==> src/rtl/core/range_timeout_encoder_core_macros.svh <==
// Assertion helpers for the range timeout encoder.
`ifndef RANGE_TIMEOUT_ENCODER_CORE_MACROS_SVH
`define RANGE_TIMEOUT_ENCODER_CORE_MACROS_SVH

// Check cons in the same cycle as ante.
`define RTE_ASSERT_SAME(lbl, clk, rstn, ante, cons) \
  lbl: assert property (@(posedge clk) disable iff (!rstn) (ante) |-> (cons)) \
    else $error("range timeout encoder: same-cycle check failed");

// Check cons in the cycle after ante.
`define RTE_ASSERT_NEXT(lbl, clk, rstn, ante, cons) \
  lbl: assert property (@(posedge clk) disable iff (!rstn) (ante) |=> (cons)) \
    else $error("range timeout encoder: next-cycle check failed");

`endif

==> src/rtl/core/rte_pkg.sv <==
package rte_pkg;

  localparam int unsigned DIV_W     = 32;
  localparam int unsigned DIV_CNT_W = 5;
  localparam int unsigned CFG_ADDR_W = 3;

  localparam logic [31:0] OSC_NUMERATOR    = 32'h4000_0000;
  localparam logic [11:0] MACRO_MULT       = 12'd2304;
  localparam logic [31:0] CONT_OVERHEAD_US = 32'd2500;
  localparam logic [31:0] AUTO_OVERHEAD_US = 32'd4300;
  localparam logic [10:0] PLL_SCALE        = 11'd1055;
  localparam logic [31:0] PLL_ROUND        = 32'd500;
  localparam logic [31:0] PLL_DIV          = 32'd1000;
  localparam logic [9:0]  US_PER_MS        = 10'd1000;
  localparam logic [7:0]  BUDGET_RESET     = 8'd50;
  localparam logic [11:0] PERIOD_RESET     = 12'd0;

  localparam logic REG_BUDGET = 1'b0;
  localparam logic REG_PERIOD = 1'b1;

  typedef enum logic [3:0] {
    ST_IDLE,
    ST_DIV_OSC,
    ST_MACRO,
    ST_PREP,
    ST_LAUNCH,
    ST_MUL1,
    ST_MUL2,
    ST_DIV_TICK,
    ST_DIV_A,
    ST_NORM_A,
    ST_DIV_B,
    ST_NORM_B,
    ST_FAIL
  } rte_state_t;

  typedef struct packed {
    logic             start;
    logic [DIV_W-1:0] dividend;
    logic [DIV_W-1:0] divisor;
  } div_req_t;

  typedef struct packed {
    logic             done;
    logic [DIV_W-1:0] quotient;
  } div_rsp_t;

  typedef struct packed {
    logic [7:0]  budget_ms;
    logic [11:0] period_ms;
  } cfg_t;

endpackage

==> src/rtl/core/rte_div.sv <==
module rte_div (
  input  logic              clk,
  input  logic              rst_n,
  input  rte_pkg::div_req_t req,
  output rte_pkg::div_rsp_t rsp
);
  import rte_pkg::*;

  logic                 busy_r, busy_nxt;
  logic                 done_r, done_nxt;
  logic [DIV_CNT_W-1:0] cnt_r, cnt_nxt;
  logic [DIV_W-1:0]     quo_r, quo_nxt;
  logic [DIV_W-1:0]     rem_r, rem_nxt;
  logic [DIV_W-1:0]     dsr_r, dsr_nxt;
  logic [DIV_W:0]       rem_shift;
  logic                 fits;

  assign rem_shift = {rem_r, quo_r[DIV_W-1]};
  assign fits      = rem_shift >= {1'b0, dsr_r};

  always_comb begin
    busy_nxt = busy_r;
    done_nxt = 1'b0;
    cnt_nxt  = cnt_r;
    quo_nxt  = quo_r;
    rem_nxt  = rem_r;
    dsr_nxt  = dsr_r;
    if (req.start) begin
      busy_nxt = 1'b1;
      cnt_nxt  = '0;
      quo_nxt  = req.dividend;
      rem_nxt  = '0;
      dsr_nxt  = req.divisor;
    end else if (busy_r) begin
      if (fits) begin
        rem_nxt = DIV_W'(rem_shift - {1'b0, dsr_r});
      end else begin
        rem_nxt = rem_shift[DIV_W-1:0];
      end
      quo_nxt = {quo_r[DIV_W-2:0], fits};
      cnt_nxt = cnt_r + 1'b1;
      if (cnt_r == DIV_CNT_W'(DIV_W - 1)) begin
        busy_nxt = 1'b0;
        done_nxt = 1'b1;
      end
    end
  end

  always_ff @(posedge clk) begin
    if (!rst_n) begin
      busy_r <= 1'b0;
      done_r <= 1'b0;
    end else begin
      busy_r <= busy_nxt;
      done_r <= done_nxt;
    end
  end

  always_ff @(posedge clk) begin
    cnt_r <= cnt_nxt;
    quo_r <= quo_nxt;
    rem_r <= rem_nxt;
    dsr_r <= dsr_nxt;
  end

  assign rsp.done     = done_r;
  assign rsp.quotient = quo_r;

endmodule

==> src/rtl/core/rte_cfg.sv <==
module rte_cfg (
  input  logic                           clk,
  input  logic                           rst_n,
  input  logic                           psel,
  input  logic                           penable,
  input  logic                           pwrite,
  input  logic [rte_pkg::CFG_ADDR_W-1:0] paddr,
  input  logic [31:0]                    pwdata,
  output logic [31:0]                    prdata,
  output logic                           pready,
  output rte_pkg::cfg_t                  cfg
);
  import rte_pkg::*;

  logic [7:0]  budget_r, budget_nxt;
  logic [11:0] period_r, period_nxt;
  logic        wr_en;

  assign pready = 1'b1;
  assign wr_en  = psel & penable & pwrite & pready;

  always_comb begin
    budget_nxt = budget_r;
    period_nxt = period_r;
    if (wr_en) begin
      unique case (paddr[2])
        REG_BUDGET: budget_nxt = pwdata[7:0];
        REG_PERIOD: period_nxt = pwdata[11:0];
        default: ;
      endcase
    end
  end

  always_comb begin
    unique case (paddr[2])
      REG_BUDGET: prdata = {24'd0, budget_r};
      REG_PERIOD: prdata = {20'd0, period_r};
      default:    prdata = '0;
    endcase
  end

  always_ff @(posedge clk) begin
    if (!rst_n) begin
      budget_r <= BUDGET_RESET;
      period_r <= PERIOD_RESET;
    end else begin
      budget_r <= budget_nxt;
      period_r <= period_nxt;
    end
  end

  assign cfg.budget_ms = budget_r;
  assign cfg.period_ms = period_r;

endmodule

==> src/rtl/core/range_timeout_encoder_core.sv <==
// Range timeout encoder. Pulse start while busy is low to hand over one request
// (oscillator word and PLL calibration word); busy stays high until the result
// is out. The result appears for exactly one cycle with out_strobe high and
// cannot be held off, so capture it on that cycle. One 32-step shared restoring
// divider runs three times in continuous mode and four in autonomous mode, and
// each of the two timeouts then takes up to 24 normalization shifts. A zero
// oscillator word returns with out_ok low. Write budget_ms and period_ms over
// the APB port only while busy is low and no result is pending.
module range_timeout_encoder_core (
  input  logic                           clk,
  input  logic                           rst_n,
  input  logic                           start,
  output logic                           busy,
  input  logic [15:0]                    in_osc_value,
  input  logic [15:0]                    in_pll_calibration,
  output logic                           out_strobe,
  output logic                           out_ok,
  output logic [31:0]                    out_period_ticks,
  output logic [15:0]                    out_timeout_a,
  output logic [15:0]                    out_timeout_b,
  input  logic                           psel,
  input  logic                           penable,
  input  logic                           pwrite,
  input  logic [rte_pkg::CFG_ADDR_W-1:0] paddr,
  input  logic [31:0]                    pwdata,
  output logic [31:0]                    prdata,
  output logic                           pready
);
  import rte_pkg::*;

  `include "range_timeout_encoder_core_macros.svh"

  cfg_t       cfg;
  div_req_t   div_req;
  div_rsp_t   div_rsp;

  rte_state_t state_r, state_nxt;
  logic [9:0]  pll_r, pll_nxt;
  logic [25:0] macro_r, macro_nxt;
  logic [31:0] num_r, num_nxt;
  logic [23:0] div_a_r, div_a_nxt;
  logic [23:0] div_b_r, div_b_nxt;
  logic [21:0] prod_r, prod_nxt;
  logic [31:0] ticks_r, ticks_nxt;
  logic [31:0] mant_r, mant_nxt;
  logic [4:0]  expo_r, expo_nxt;
  logic [15:0] ta_r, ta_nxt;

  logic        strobe_r, strobe_nxt;
  logic        ok_r, ok_nxt;
  logic [31:0] oticks_r, oticks_nxt;
  logic [15:0] ota_r, ota_nxt;
  logic [15:0] otb_r, otb_nxt;

  logic [31:0] macro_prod;
  logic [29:0] mult_b;
  logic [23:0] div_a_c;
  logic [23:0] div_b_c;
  logic [17:0] bud_us;
  logic [31:0] bud_cont;
  logic [31:0] bud_auto;
  logic [32:0] tick_prod;
  logic [31:0] tick_num;
  logic [31:0] num_a;
  logic [31:0] num_b;

  rte_cfg u_cfg (
    .clk     (clk),
    .rst_n   (rst_n),
    .psel    (psel),
    .penable (penable),
    .pwrite  (pwrite),
    .paddr   (paddr),
    .pwdata  (pwdata),
    .prdata  (prdata),
    .pready  (pready),
    .cfg     (cfg)
  );

  rte_div u_div (
    .clk   (clk),
    .rst_n (rst_n),
    .req   (div_req),
    .rsp   (div_rsp)
  );

  assign macro_prod = 32'(div_rsp.quotient * 32'(MACRO_MULT));
  assign div_a_c    = macro_r[25:2];
  assign mult_b     = {1'b0, macro_r, 3'b000} + {2'b00, macro_r, 2'b00};
  assign div_b_c    = mult_b[29:6];
  assign bud_us     = 18'(cfg.budget_ms) * 18'(US_PER_MS);
  assign bud_cont   = 32'(bud_us) - CONT_OVERHEAD_US;
  assign bud_auto   = (32'(bud_us) - AUTO_OVERHEAD_US) >> 1;
  assign tick_prod  = 33'(prod_r) * 33'(PLL_SCALE);
  assign tick_num   = tick_prod[31:0] + PLL_ROUND;
  assign num_a      = num_r + 32'(div_a_r[23:1]);
  assign num_b      = num_r + 32'(div_b_r[23:1]);

  always_comb begin
    state_nxt  = state_r;
    pll_nxt    = pll_r;
    macro_nxt  = macro_r;
    num_nxt    = num_r;
    div_a_nxt  = div_a_r;
    div_b_nxt  = div_b_r;
    prod_nxt   = prod_r;
    ticks_nxt  = ticks_r;
    mant_nxt   = mant_r;
    expo_nxt   = expo_r;
    ta_nxt     = ta_r;
    strobe_nxt = 1'b0;
    ok_nxt     = ok_r;
    oticks_nxt = oticks_r;
    ota_nxt    = ota_r;
    otb_nxt    = otb_r;
    div_req    = '0;
    unique case (state_r)
      ST_IDLE: begin
        if (start) begin
          pll_nxt = in_pll_calibration[9:0];
          if (in_osc_value == 16'd0) begin
            state_nxt = ST_FAIL;
          end else begin
            div_req.start    = 1'b1;
            div_req.dividend = OSC_NUMERATOR;
            div_req.divisor  = {16'd0, in_osc_value};
            state_nxt        = ST_DIV_OSC;
          end
        end
      end
      ST_DIV_OSC: begin
        if (div_rsp.done) begin
          macro_nxt = macro_prod[31:6];
          state_nxt = ST_MACRO;
        end
      end
      ST_MACRO: begin
        state_nxt = ST_PREP;
      end
      ST_PREP: begin
        if (div_a_c == 24'd0 || div_b_c == 24'd0) begin
          state_nxt = ST_FAIL;
        end else begin
          div_a_nxt = div_a_c;
          div_b_nxt = div_b_c;
          if (cfg.period_ms == 12'd0) begin
            num_nxt = {bud_cont[19:0], 12'd0};
          end else begin
            num_nxt = {bud_auto[19:0], 12'd0};
          end
          state_nxt = ST_LAUNCH;
        end
      end
      ST_LAUNCH: begin
        if (cfg.period_ms == 12'd0) begin
          ticks_nxt        = '0;
          div_req.start    = 1'b1;
          div_req.dividend = num_a;
          div_req.divisor  = 32'(div_a_r);
          state_nxt        = ST_DIV_A;
        end else begin
          state_nxt = ST_MUL1;
        end
      end
      ST_MUL1: begin
        prod_nxt  = 22'(cfg.period_ms) * 22'(pll_r);
        state_nxt = ST_MUL2;
      end
      ST_MUL2: begin
        div_req.start    = 1'b1;
        div_req.dividend = tick_num;
        div_req.divisor  = PLL_DIV;
        state_nxt        = ST_DIV_TICK;
      end
      ST_DIV_TICK: begin
        if (div_rsp.done) begin
          ticks_nxt        = div_rsp.quotient;
          div_req.start    = 1'b1;
          div_req.dividend = num_a;
          div_req.divisor  = 32'(div_a_r);
          state_nxt        = ST_DIV_A;
        end
      end
      ST_DIV_A: begin
        if (div_rsp.done) begin
          mant_nxt  = div_rsp.quotient - 32'd1;
          expo_nxt  = '0;
          state_nxt = ST_NORM_A;
        end
      end
      ST_NORM_A: begin
        if (|mant_r[31:8]) begin
          mant_nxt = mant_r >> 1;
          expo_nxt = expo_r + 5'd1;
        end else begin
          ta_nxt           = {3'd0, expo_r, mant_r[7:0]};
          div_req.start    = 1'b1;
          div_req.dividend = num_b;
          div_req.divisor  = 32'(div_b_r);
          state_nxt        = ST_DIV_B;
        end
      end
      ST_DIV_B: begin
        if (div_rsp.done) begin
          mant_nxt  = div_rsp.quotient - 32'd1;
          expo_nxt  = '0;
          state_nxt = ST_NORM_B;
        end
      end
      ST_NORM_B: begin
        if (|mant_r[31:8]) begin
          mant_nxt = mant_r >> 1;
          expo_nxt = expo_r + 5'd1;
        end else begin
          strobe_nxt = 1'b1;
          ok_nxt     = 1'b1;
          oticks_nxt = ticks_r;
          ota_nxt    = ta_r;
          otb_nxt    = {3'd0, expo_r, mant_r[7:0]};
          state_nxt  = ST_IDLE;
        end
      end
      ST_FAIL: begin
        strobe_nxt = 1'b1;
        ok_nxt     = 1'b0;
        oticks_nxt = '0;
        ota_nxt    = '0;
        otb_nxt    = '0;
        state_nxt  = ST_IDLE;
      end
      default: begin
        state_nxt = ST_IDLE;
      end
    endcase
  end

  always_ff @(posedge clk) begin
    if (!rst_n) begin
      state_r  <= ST_IDLE;
      strobe_r <= 1'b0;
    end else begin
      state_r  <= state_nxt;
      strobe_r <= strobe_nxt;
    end
  end

  always_ff @(posedge clk) begin
    pll_r    <= pll_nxt;
    macro_r  <= macro_nxt;
    num_r    <= num_nxt;
    div_a_r  <= div_a_nxt;
    div_b_r  <= div_b_nxt;
    prod_r   <= prod_nxt;
    ticks_r  <= ticks_nxt;
    mant_r   <= mant_nxt;
    expo_r   <= expo_nxt;
    ta_r     <= ta_nxt;
    ok_r     <= ok_nxt;
    oticks_r <= oticks_nxt;
    ota_r    <= ota_nxt;
    otb_r    <= otb_nxt;
  end

  assign busy             = (state_r != ST_IDLE);
  assign out_strobe       = strobe_r;
  assign out_ok           = ok_r;
  assign out_period_ticks = oticks_r;
  assign out_timeout_a    = ota_r;
  assign out_timeout_b    = otb_r;

  `RTE_ASSERT_NEXT(a_strobe_single, clk, rst_n, out_strobe, !out_strobe)
  `RTE_ASSERT_NEXT(a_accept_busy, clk, rst_n, start && !busy, busy)
  `RTE_ASSERT_SAME(a_fail_zero, clk, rst_n, out_strobe && !out_ok,
    out_period_ticks == 32'd0 && out_timeout_a == 16'd0 && out_timeout_b == 16'd0)
  `RTE_ASSERT_SAME(a_expo_range, clk, rst_n, out_strobe && out_ok,
    out_timeout_a[15:8] <= 8'd24 && out_timeout_b[15:8] <= 8'd24)
  `RTE_ASSERT_SAME(a_div_done_waiting, clk, rst_n, div_rsp.done,
    state_r == ST_DIV_OSC || state_r == ST_DIV_TICK || state_r == ST_DIV_A ||
    state_r == ST_DIV_B)

endmodule

==> config.mk <==
export PLATFORM = sky130hd
export DESIGN_NAME = range_timeout_encoder_core
export DESIGN_NICKNAME = d
export VERILOG_FILES = /design/src/rtl/core/rte_pkg.sv /design/src/rtl/core/rte_div.sv /design/src/rtl/core/rte_cfg.sv /design/src/rtl/core/range_timeout_encoder_core.sv
export VERILOG_INCLUDE_DIRS = /design/src /design/src/rtl/core
export SDC_FILE = /design/constraint.sdc
export NUM_CORES = 1
export LEC_CHECK = 0
export BUFFER_PORTS_ARGS = -buffer_cell sky130_fd_sc_hd__buf_4
export CAP_MARGIN = 40
export CELL_PAD_IN_SITES_DETAIL_PLACEMENT = 0
export CELL_PAD_IN_SITES_GLOBAL_PLACEMENT = 1
export CORE_MARGIN = 5
export CORE_UTILIZATION = 50
export CTS_CLUSTER_DIAMETER = 80
export DETAILED_ROUTE_END_ITERATION = 6
export HOLD_SLACK_MARGIN = 0.08
export PLACE_DENSITY_LB_ADDON = 0.1
export SLEW_MARGIN = 30
export SYNTH_ARGS = -nofsm -noshare
export SYNTH_HDL_FRONTEND = slang
export SYNTH_SLANG_ARGS = --single-unit
==> constraint.sdc <==
create_clock -name clk -period 7.01 [get_ports clk]
set_clock_uncertainty 0.15 [all_clocks]
set_input_delay 1.0515 -clock clk [delete_from_list [all_inputs] [get_ports clk]]
set_output_delay 1.0515 -clock clk [all_outputs]
set_load 0.005 [all_outputs]
Word-level counts from Yosys, hierarchy flattened
Index checks and enable logic that the tools add are counted.
{"block": "totals", "out_inout_bits": 100, "word_cells": 139, "reg_bits": 411, "in_bits": 73}
{"block": "classes", "bitwise_logic": 7, "multipliers": 4, "n_reduce_logical": 25, "n_mux": 45, "n_lt_le_gt_ge": 1, "eq_ne": 23, "n_addsub": 10}
{"op": "2-to-1 mux 65 bit", "count": 5}
{"op": "case mux 65 bit (5 select lines)", "count": 1}
{"op": "2-to-1 mux 32 bit", "count": 9}
{"op": "case mux 32 bit (2 select lines)", "count": 4}
{"op": "adder 32 x 23 -> 32 bit", "count": 2}
{"op": "case mux 16 bit (2 select lines)", "count": 2}
{"op": "zero test 24 bit", "count": 2}
{"op": "case mux 4 bit (12 select lines)", "count": 1}
{"op": "2-to-1 mux 4 bit", "count": 10}
{"op": "greater-or-equal comparator 33 x 32 -> 1 bit", "count": 1}
{"op": "adder 32 x 9 -> 32 bit, second input constant", "count": 1}
{"op": "multiplier 22 x 11 -> 32 bit, second input constant", "count": 1}
{"op": "multiplier 32 x 4 -> 24 bit, second input constant", "count": 1}
{"op": "2-to-1 mux 16 bit", "count": 2}
{"op": "subtractor 32 x 1 -> 32 bit, second input constant", "count": 1}
{"op": "subtractor 32 bit", "count": 1}
{"op": "adder 29 x 28 -> 30 bit", "count": 1}
{"op": "OR reduction 24 bit", "count": 1}
{"op": "multiplier 12 x 10 -> 22 bit", "count": 1}
{"op": "equality test 4 bit, second input constant", "count": 5}
{"op": "subtractor 18 x 12 -> 19 bit, second input constant", "count": 1}
{"op": "subtractor 18 x 13 -> 19 bit, second input constant", "count": 1}
{"op": "equality test 4 x 3 -> 1 bit, second input constant", "count": 4}
{"op": "zero test 16 bit", "count": 1}
{"op": "23 further kinds", "count": 56}

Logic depth before layout (Yosys ltp)
{"block": "logic_depth", "depth_word": 5, "depth_mapped": 22, "mapped_depth_nobuf": 22}

Modules after synthesis
From an unflattened synthesis, not the netlist that was laid out.
{"block": "unflattened", "cells_unflattened": 3190, "area_unflattened_um2": 31669.1}
{"module": "range_timeout_encoder_core", "cells_per_inst": 2474, "instances": 1, "area_each_um2": 24649.9}
{"module": "rte_div", "cells_per_inst": 595, "instances": 1, "area_each_um2": 5913.2}
{"module": "rte_cfg", "cells_per_inst": 121, "instances": 1, "area_each_um2": 1106.1}

Worst setup path before layout
OpenSTA, ideal clock, no wires.
{"block": "synth_path", "path_type": "flip-flop to flip-flop", "start": "register pll_r[3]", "end": "register prod_r[20], data pin", "path_slack_ps": 1225, "n_path_buf": 1, "t_arrival_ps": 5372, "t_required_ps": 6598, "path_stages_with_launch": 19, "path_cell_list": "edfxtp_1 clkbuf_1 nand2_1 fa_1 inv_1 fa_1 inv_1 fa_1 fa_1 inv_1 fa_1 ha_1 o41ai_2 o21ai_1 or4_1 and3_1 a2111oi_4 a21oi_1 xor2_1"}
{"block": "synth_between", "elab_chain_len": 1}
{"item": "start, declared", "line": "range_timeout_encoder_core.sv:38", "text": "logic [9:0] pll_r, pll_nxt;"}
{"item": "start signal, assigned", "line": "range_timeout_encoder_core.sv:248", "text": "pll_r <= pll_nxt;"}
{"item": "multiplier 12 x 10 -> 22 bit", "line": "range_timeout_encoder_core.sv:166", "text": "prod_nxt = 22'(cfg.period_ms) * 22'(pll_r);"}
{"item": "end signal, assigned", "line": "range_timeout_encoder_core.sv:253", "text": "prod_r <= prod_nxt;"}
{"item": "end, declared", "line": "range_timeout_encoder_core.sv:43", "text": "logic [21:0] prod_r, prod_nxt;"}
Every way passes these cells.
A chain may end at the register's enable or synchronous reset.

Worst setup path after layout
{"block": "layout_path", "start": "register prod_r[13]", "end": "register u_div.quo_r[31], data pin"}
{"block": "layout_between", "elab_chain_len": 4}
{"item": "multiplier 22 x 11 -> 32 bit", "line": "range_timeout_encoder_core.sv:94", "text": "assign tick_prod = 33'(prod_r) * 33'(PLL_SCALE);"}
{"item": "adder 32 x 9 -> 32 bit", "line": "range_timeout_encoder_core.sv:95", "text": "assign tick_num = tick_prod[31:0] + PLL_ROUND;"}
{"item": "case mux 65 bit (5 select lines)", "line": "range_timeout_encoder_core.sv:117", "text": "unique case (state_r)"}
{"item": "2-to-1 mux 32 bit", "line": "rte_div.sv:28", "text": "if (req.start) begin"}
{"item": "net u_div.quo_nxt[31]", "line": "rte_div.sv:12", "text": "logic [DIV_W-1:0] quo_r, quo_nxt;"}
{"item": "end signal, assigned", "line": "rte_div.sv:61", "text": "quo_r <= quo_nxt;"}
{"item": "end, declared", "line": "rte_div.sv:12"}
The timed path passes the listed nets, and every way through them passes these cells.

==> metrics.md <==
| Metric | Value |
|---|---|
| Outcome | `finished, final reports clean` |
| Crit share post-route | `between 80% and 90%` |
| Die height | `around 260 µm` |
| Filler cell count | `5420` |
| Measured slew at the worst slew-check pin | `826 ps` |
| CP endpoint kind | `register` |
| Post-synth EDFFs | `~320` |
| Fin area | `0.0338 mm²` |
| Synth Cell Area | `roughly 0.031 mm²` |
| Routed wire per std cell | `just under 20 µm` |
| Buf+Inv Stages, Crit Path | `6` |
| Critical path, cell by cell | `inv_1 > fa_1 > inv_1 > ha_1 > inv_1 > fa_1 > inv_1 > fa_1 > inv_1 > fa_1 > inv_1 > ha_1 > a21o_1 > a211oi_1 > nand3_1 > o211ai_1 > a21boi_0 > o31ai_1 > nand2b_1 > nand2_1 > xnor2_1 > o211ai_1` |
| Slew Limit Fails | `0` |
| Final Non-Filler Cells | `about 4000` |
| Post-DP HPWL | `roughly 60 mm` |
| Pwr per Cell Area | `286 mW/mm²` |
| Slew headroom | `44.9%` |
| Ports | `around 170` |
| Unrepaired setup endpoints after global routing | `no` |
| GP Congestion | `approximately 0.92` |
| DRT iter0 DRCs | `roughly 1500` |
| Worst hold start | `mant_r[0]` |
| Reg power frac | `about 36%` |
| Internal power | `about 6.0 mW` |
| Most frequent cells in the layout | `404 x inv_1, 319 x edfxtp_1, 310 x ha_1, 261 x nand2_1, 207 x nor2_1` |
| Drt pass-1 iters | `5` |
| Yosys reg bits | `between 300 and 400` |
| Critical path launch point type | `register` |
| CTS tree | `yes` |
| CTS Hold Bufs | `0` |
| Peak supply drop | `0.213 mV` |
| Reg-to-Reg End | `u_div.quo_r[31]` |
| Total core area | `slightly above 0.06 mm²` |
| Setup violations, final | `0` |
| Number of global-route vias before repair | `~22000` |
| Initial antenna violation count | `6` |
| Fmax | `between 0.15 and 0.2 GHz` |
| Largest cells by area after synthesis | `edfxtp_1 31%, ha_1 13%, fa_1 12%, inv_1 4.9%, dfxtp_1 4.2%` |
| Area Growth Syn to Fin | `10.2%` |
| NetSw | `approximately 3.7 mW` |
| R2R Path Start | `prod_r[13]` |
| Area after DPL | `0.0323 mm²` |
| Synth area leader | `edfxtp_1` |
| Port-buffer cells | `117` |
| HP Class | `register to register` |
| Slowest cell delay on critical path | `between 500 and 600 ps` |
| Setup tns final | `0 ps` |
| Most frequent CP cell | `inv_1` |
| WL final | `just under 80 mm` |
| Worst Path Arrival | `~6300 ps` |
| Clock transition at the registers of the reported paths | `roughly 60 ps` |
| Min-Delay Endpoint | `ta_r[0]` |
| R2R depth | `22` |
| Layout cells sized above 1 | `roughly 8.2%` |
| Max Buffers Root-to-Sink | `3` |
| Inst Count DP | `just under 4000` |
| Gate power share | `roughly two fifths` |
| Min Tclk post-route | `6120 ps` |
| Total Routing Usage GR | `22.9%` |
| Critical path's slowest cell | `fa_1` |
| CTS H-tree depth | `2` |
| Top_reg_cell synth | `edfxtp_1` |
| Warnings, synthesis | `0` |
| Clk pwr share | `between 20 and 30%` |
| Commonest non-fill, non-tap cell in the layout | `inv_1` |
| Largest net degree at the start of global routing | `70` |
| Antenna viol nets, final | `0` |
| Asr flop ratio synth | `0%` |
| Initial Util | `between 50% and 60%` |
| Vias | `22500` |
| Hold Vio Cnt, Final | `0` |
| Required time worst endpoint | `roughly 7200 ps` |
| Worst hold stages | `0` |
| Area of the die | `about 0.066 mm²` |
| Post-synthesis cell count | `3101` |
| N_diodes | `0` |
| Die width | `258 µm` |
| Worst-Skew Late Latency | `~620 ps` |
| Mean Syn Cell Area | `around 10 µm²` |
| Sw Share | `a little under two fifths` |
| Worst-path fanout max | `6` |
| Leak pwr | `between 10 and 15 nW` |
| Nets | `around 3800` |
| Share of the synthesized area in the top cell type | `31.2%` |
| Setup CP Type | `register to register` |
| Gr ovfl total | `0` |
| CTS Root Cell | `clkbuf_16` |
| Top Family by Delay on Critical Path | `adder cells` |
| Synth cell types | `96` |
| Clock sinks | `383` |
| Max Cap Viol | `0` |
| Sequential area share after synthesis | `~35%` |
| Global-route wire length before repair | `between 100 and 150 mm` |
| Vias/cell | `about 5.6` |
| CTS buffer count | `47` |
| R2r setup slk | `890 ps` |
| DRC Markers | `0` |
| # Post-CTS Setup Buffers | `0` |
| PostCTS Resize Cnt | `0` |
| Core Rows | `90` |
-- kinds of logic (layout without fill, tap and decap cells) --
kind of cell	after synthesis	after routing	synth area share [%]
AND/OR/NAND/NOR	887	887	14.2
flip-flops	383	383	35.4
buffers and inverters	535	635	6.95
adder cells (fa/ha/maj)	494	494	24.6
other	2	27	0.0245
XOR/XNOR	173	173	4.94
multiplexers	12	12	0.408
AO/OA/AOI/OAI	615	615	13.5
-- flip-flops by register name, indices dropped and copies added (netlist names), 4 cells and up --
name / count
u_div.rem_r: 32
div_b_r: 24
u_div.dsr_r: 24
div_a_r: 24
u_cfg.budget_r: 8
num_r: 18
pll_r: 10
out_period_ticks: 32
prod_r: 22
expo_r: 5
out_timeout_a: 13
ticks_r: 32
macro_r: 24
u_cfg.period_r: 12
out_timeout_b: 13
state_r: 4
u_div.quo_r: 32
mant_r: 32
u_div.cnt_r: 5
ta_r: 13
-- cell type report --
class                      instances  area (µm²)  share of cell area, %
inverter                         407        1530                   4.52
multi-input combinational       2208       17800                   52.7
timing repair buffer             143        1090                   3.23
sequential                       383       10900                   32.1
clock buffer                      61        1280                   3.78
clock inverter                    24         263                  0.777
tap                              782         978                   2.89
-- worst max-delay path by stage --
stage               start               to  cells past startpoint
4_1_cts        prod_r[14]  u_div.quo_r[31]                     22
3_5_place_dp   prod_r[14]  u_div.quo_r[31]                     22
2_1_floorplan    pll_r[3]       prod_r[20]                     18
6_report       prod_r[13]  u_div.quo_r[31]                     22
3_3_place_gp   prod_r[13]  u_div.quo_r[31]                     22
5_1_grt        prod_r[13]  u_div.quo_r[31]                     22
-- synth_stat cells, types with 8 or more instances --
| cell type | count |
|---|---|
| a211oi_1 | 30 |
| a21boi_0 | 22 |
| a21o_1 | 54 |
| a21oi_1 | 174 |
| a221oi_1 | 9 |
| a222oi_1 | 10 |
| a22o_1 | 11 |
| a22oi_1 | 16 |
| a31oi_1 | 38 |
| and2_1 | 96 |
| and3_1 | 23 |
| buf_4 | 27 |
| clkbuf_1 | 88 |
| dfxtp_1 | 64 |
| edfxtp_1 | 319 |
| fa_1 | 184 |
| ha_1 | 310 |
| inv_1 | 404 |
| mux2i_1 | 8 |
| nand2_1 | 261 |
| nand2b_1 | 31 |
| nand3_1 | 40 |
| nand4_1 | 17 |
| nor2_1 | 208 |
| nor2b_1 | 79 |
| nor3_1 | 58 |
| nor4_1 | 25 |
| o211ai_1 | 18 |
| o21a_1 | 25 |
| o21ai_0 | 95 |
| o21ai_1 | 11 |
| o21bai_1 | 18 |
| or3_1 | 11 |
| or4_1 | 8 |
| xnor2_1 | 121 |
| xor2_1 | 52 |
-- through the flow --
stage               hold slack, ps  worst slack, ps  total power [mW]  util [%]
detailed placement             277              830              7.23      53.3
CTS                            290              778              9.72      55.8
floorplan                      268             1230              6.22         -
global route                   293              435              10.3      55.8
finish                         289              890              9.69      55.8
global placement               275              895              7.15      53.2
-- metal layers --
layer / wire length (µm) / share of wire [%] / vias up / GRT usage, %
met4: 2360 / 3.1 / 0 / 6.30
met5: 0 / 0 / - / 0
met3: 4190 / 5.4 / 129 / 3.02
met2: 38000 / 49 / 564 / 40.1
li1: - / - / 10800 / -
met1: 32900 / 43 / 11000 / 30.0
-- power groups by stage --
stage	clock [mW]	combinational, mW	sequential, mW
after floorplan	0	3.03	3.19
after global placement	0	3.65	3.50
after detailed placement	0	3.72	3.51
after CTS	2.50	3.76	3.46
after global routing	2.59	4.26	3.49
final	2.44	3.78	3.47
(Power assumes the default switching activity.)
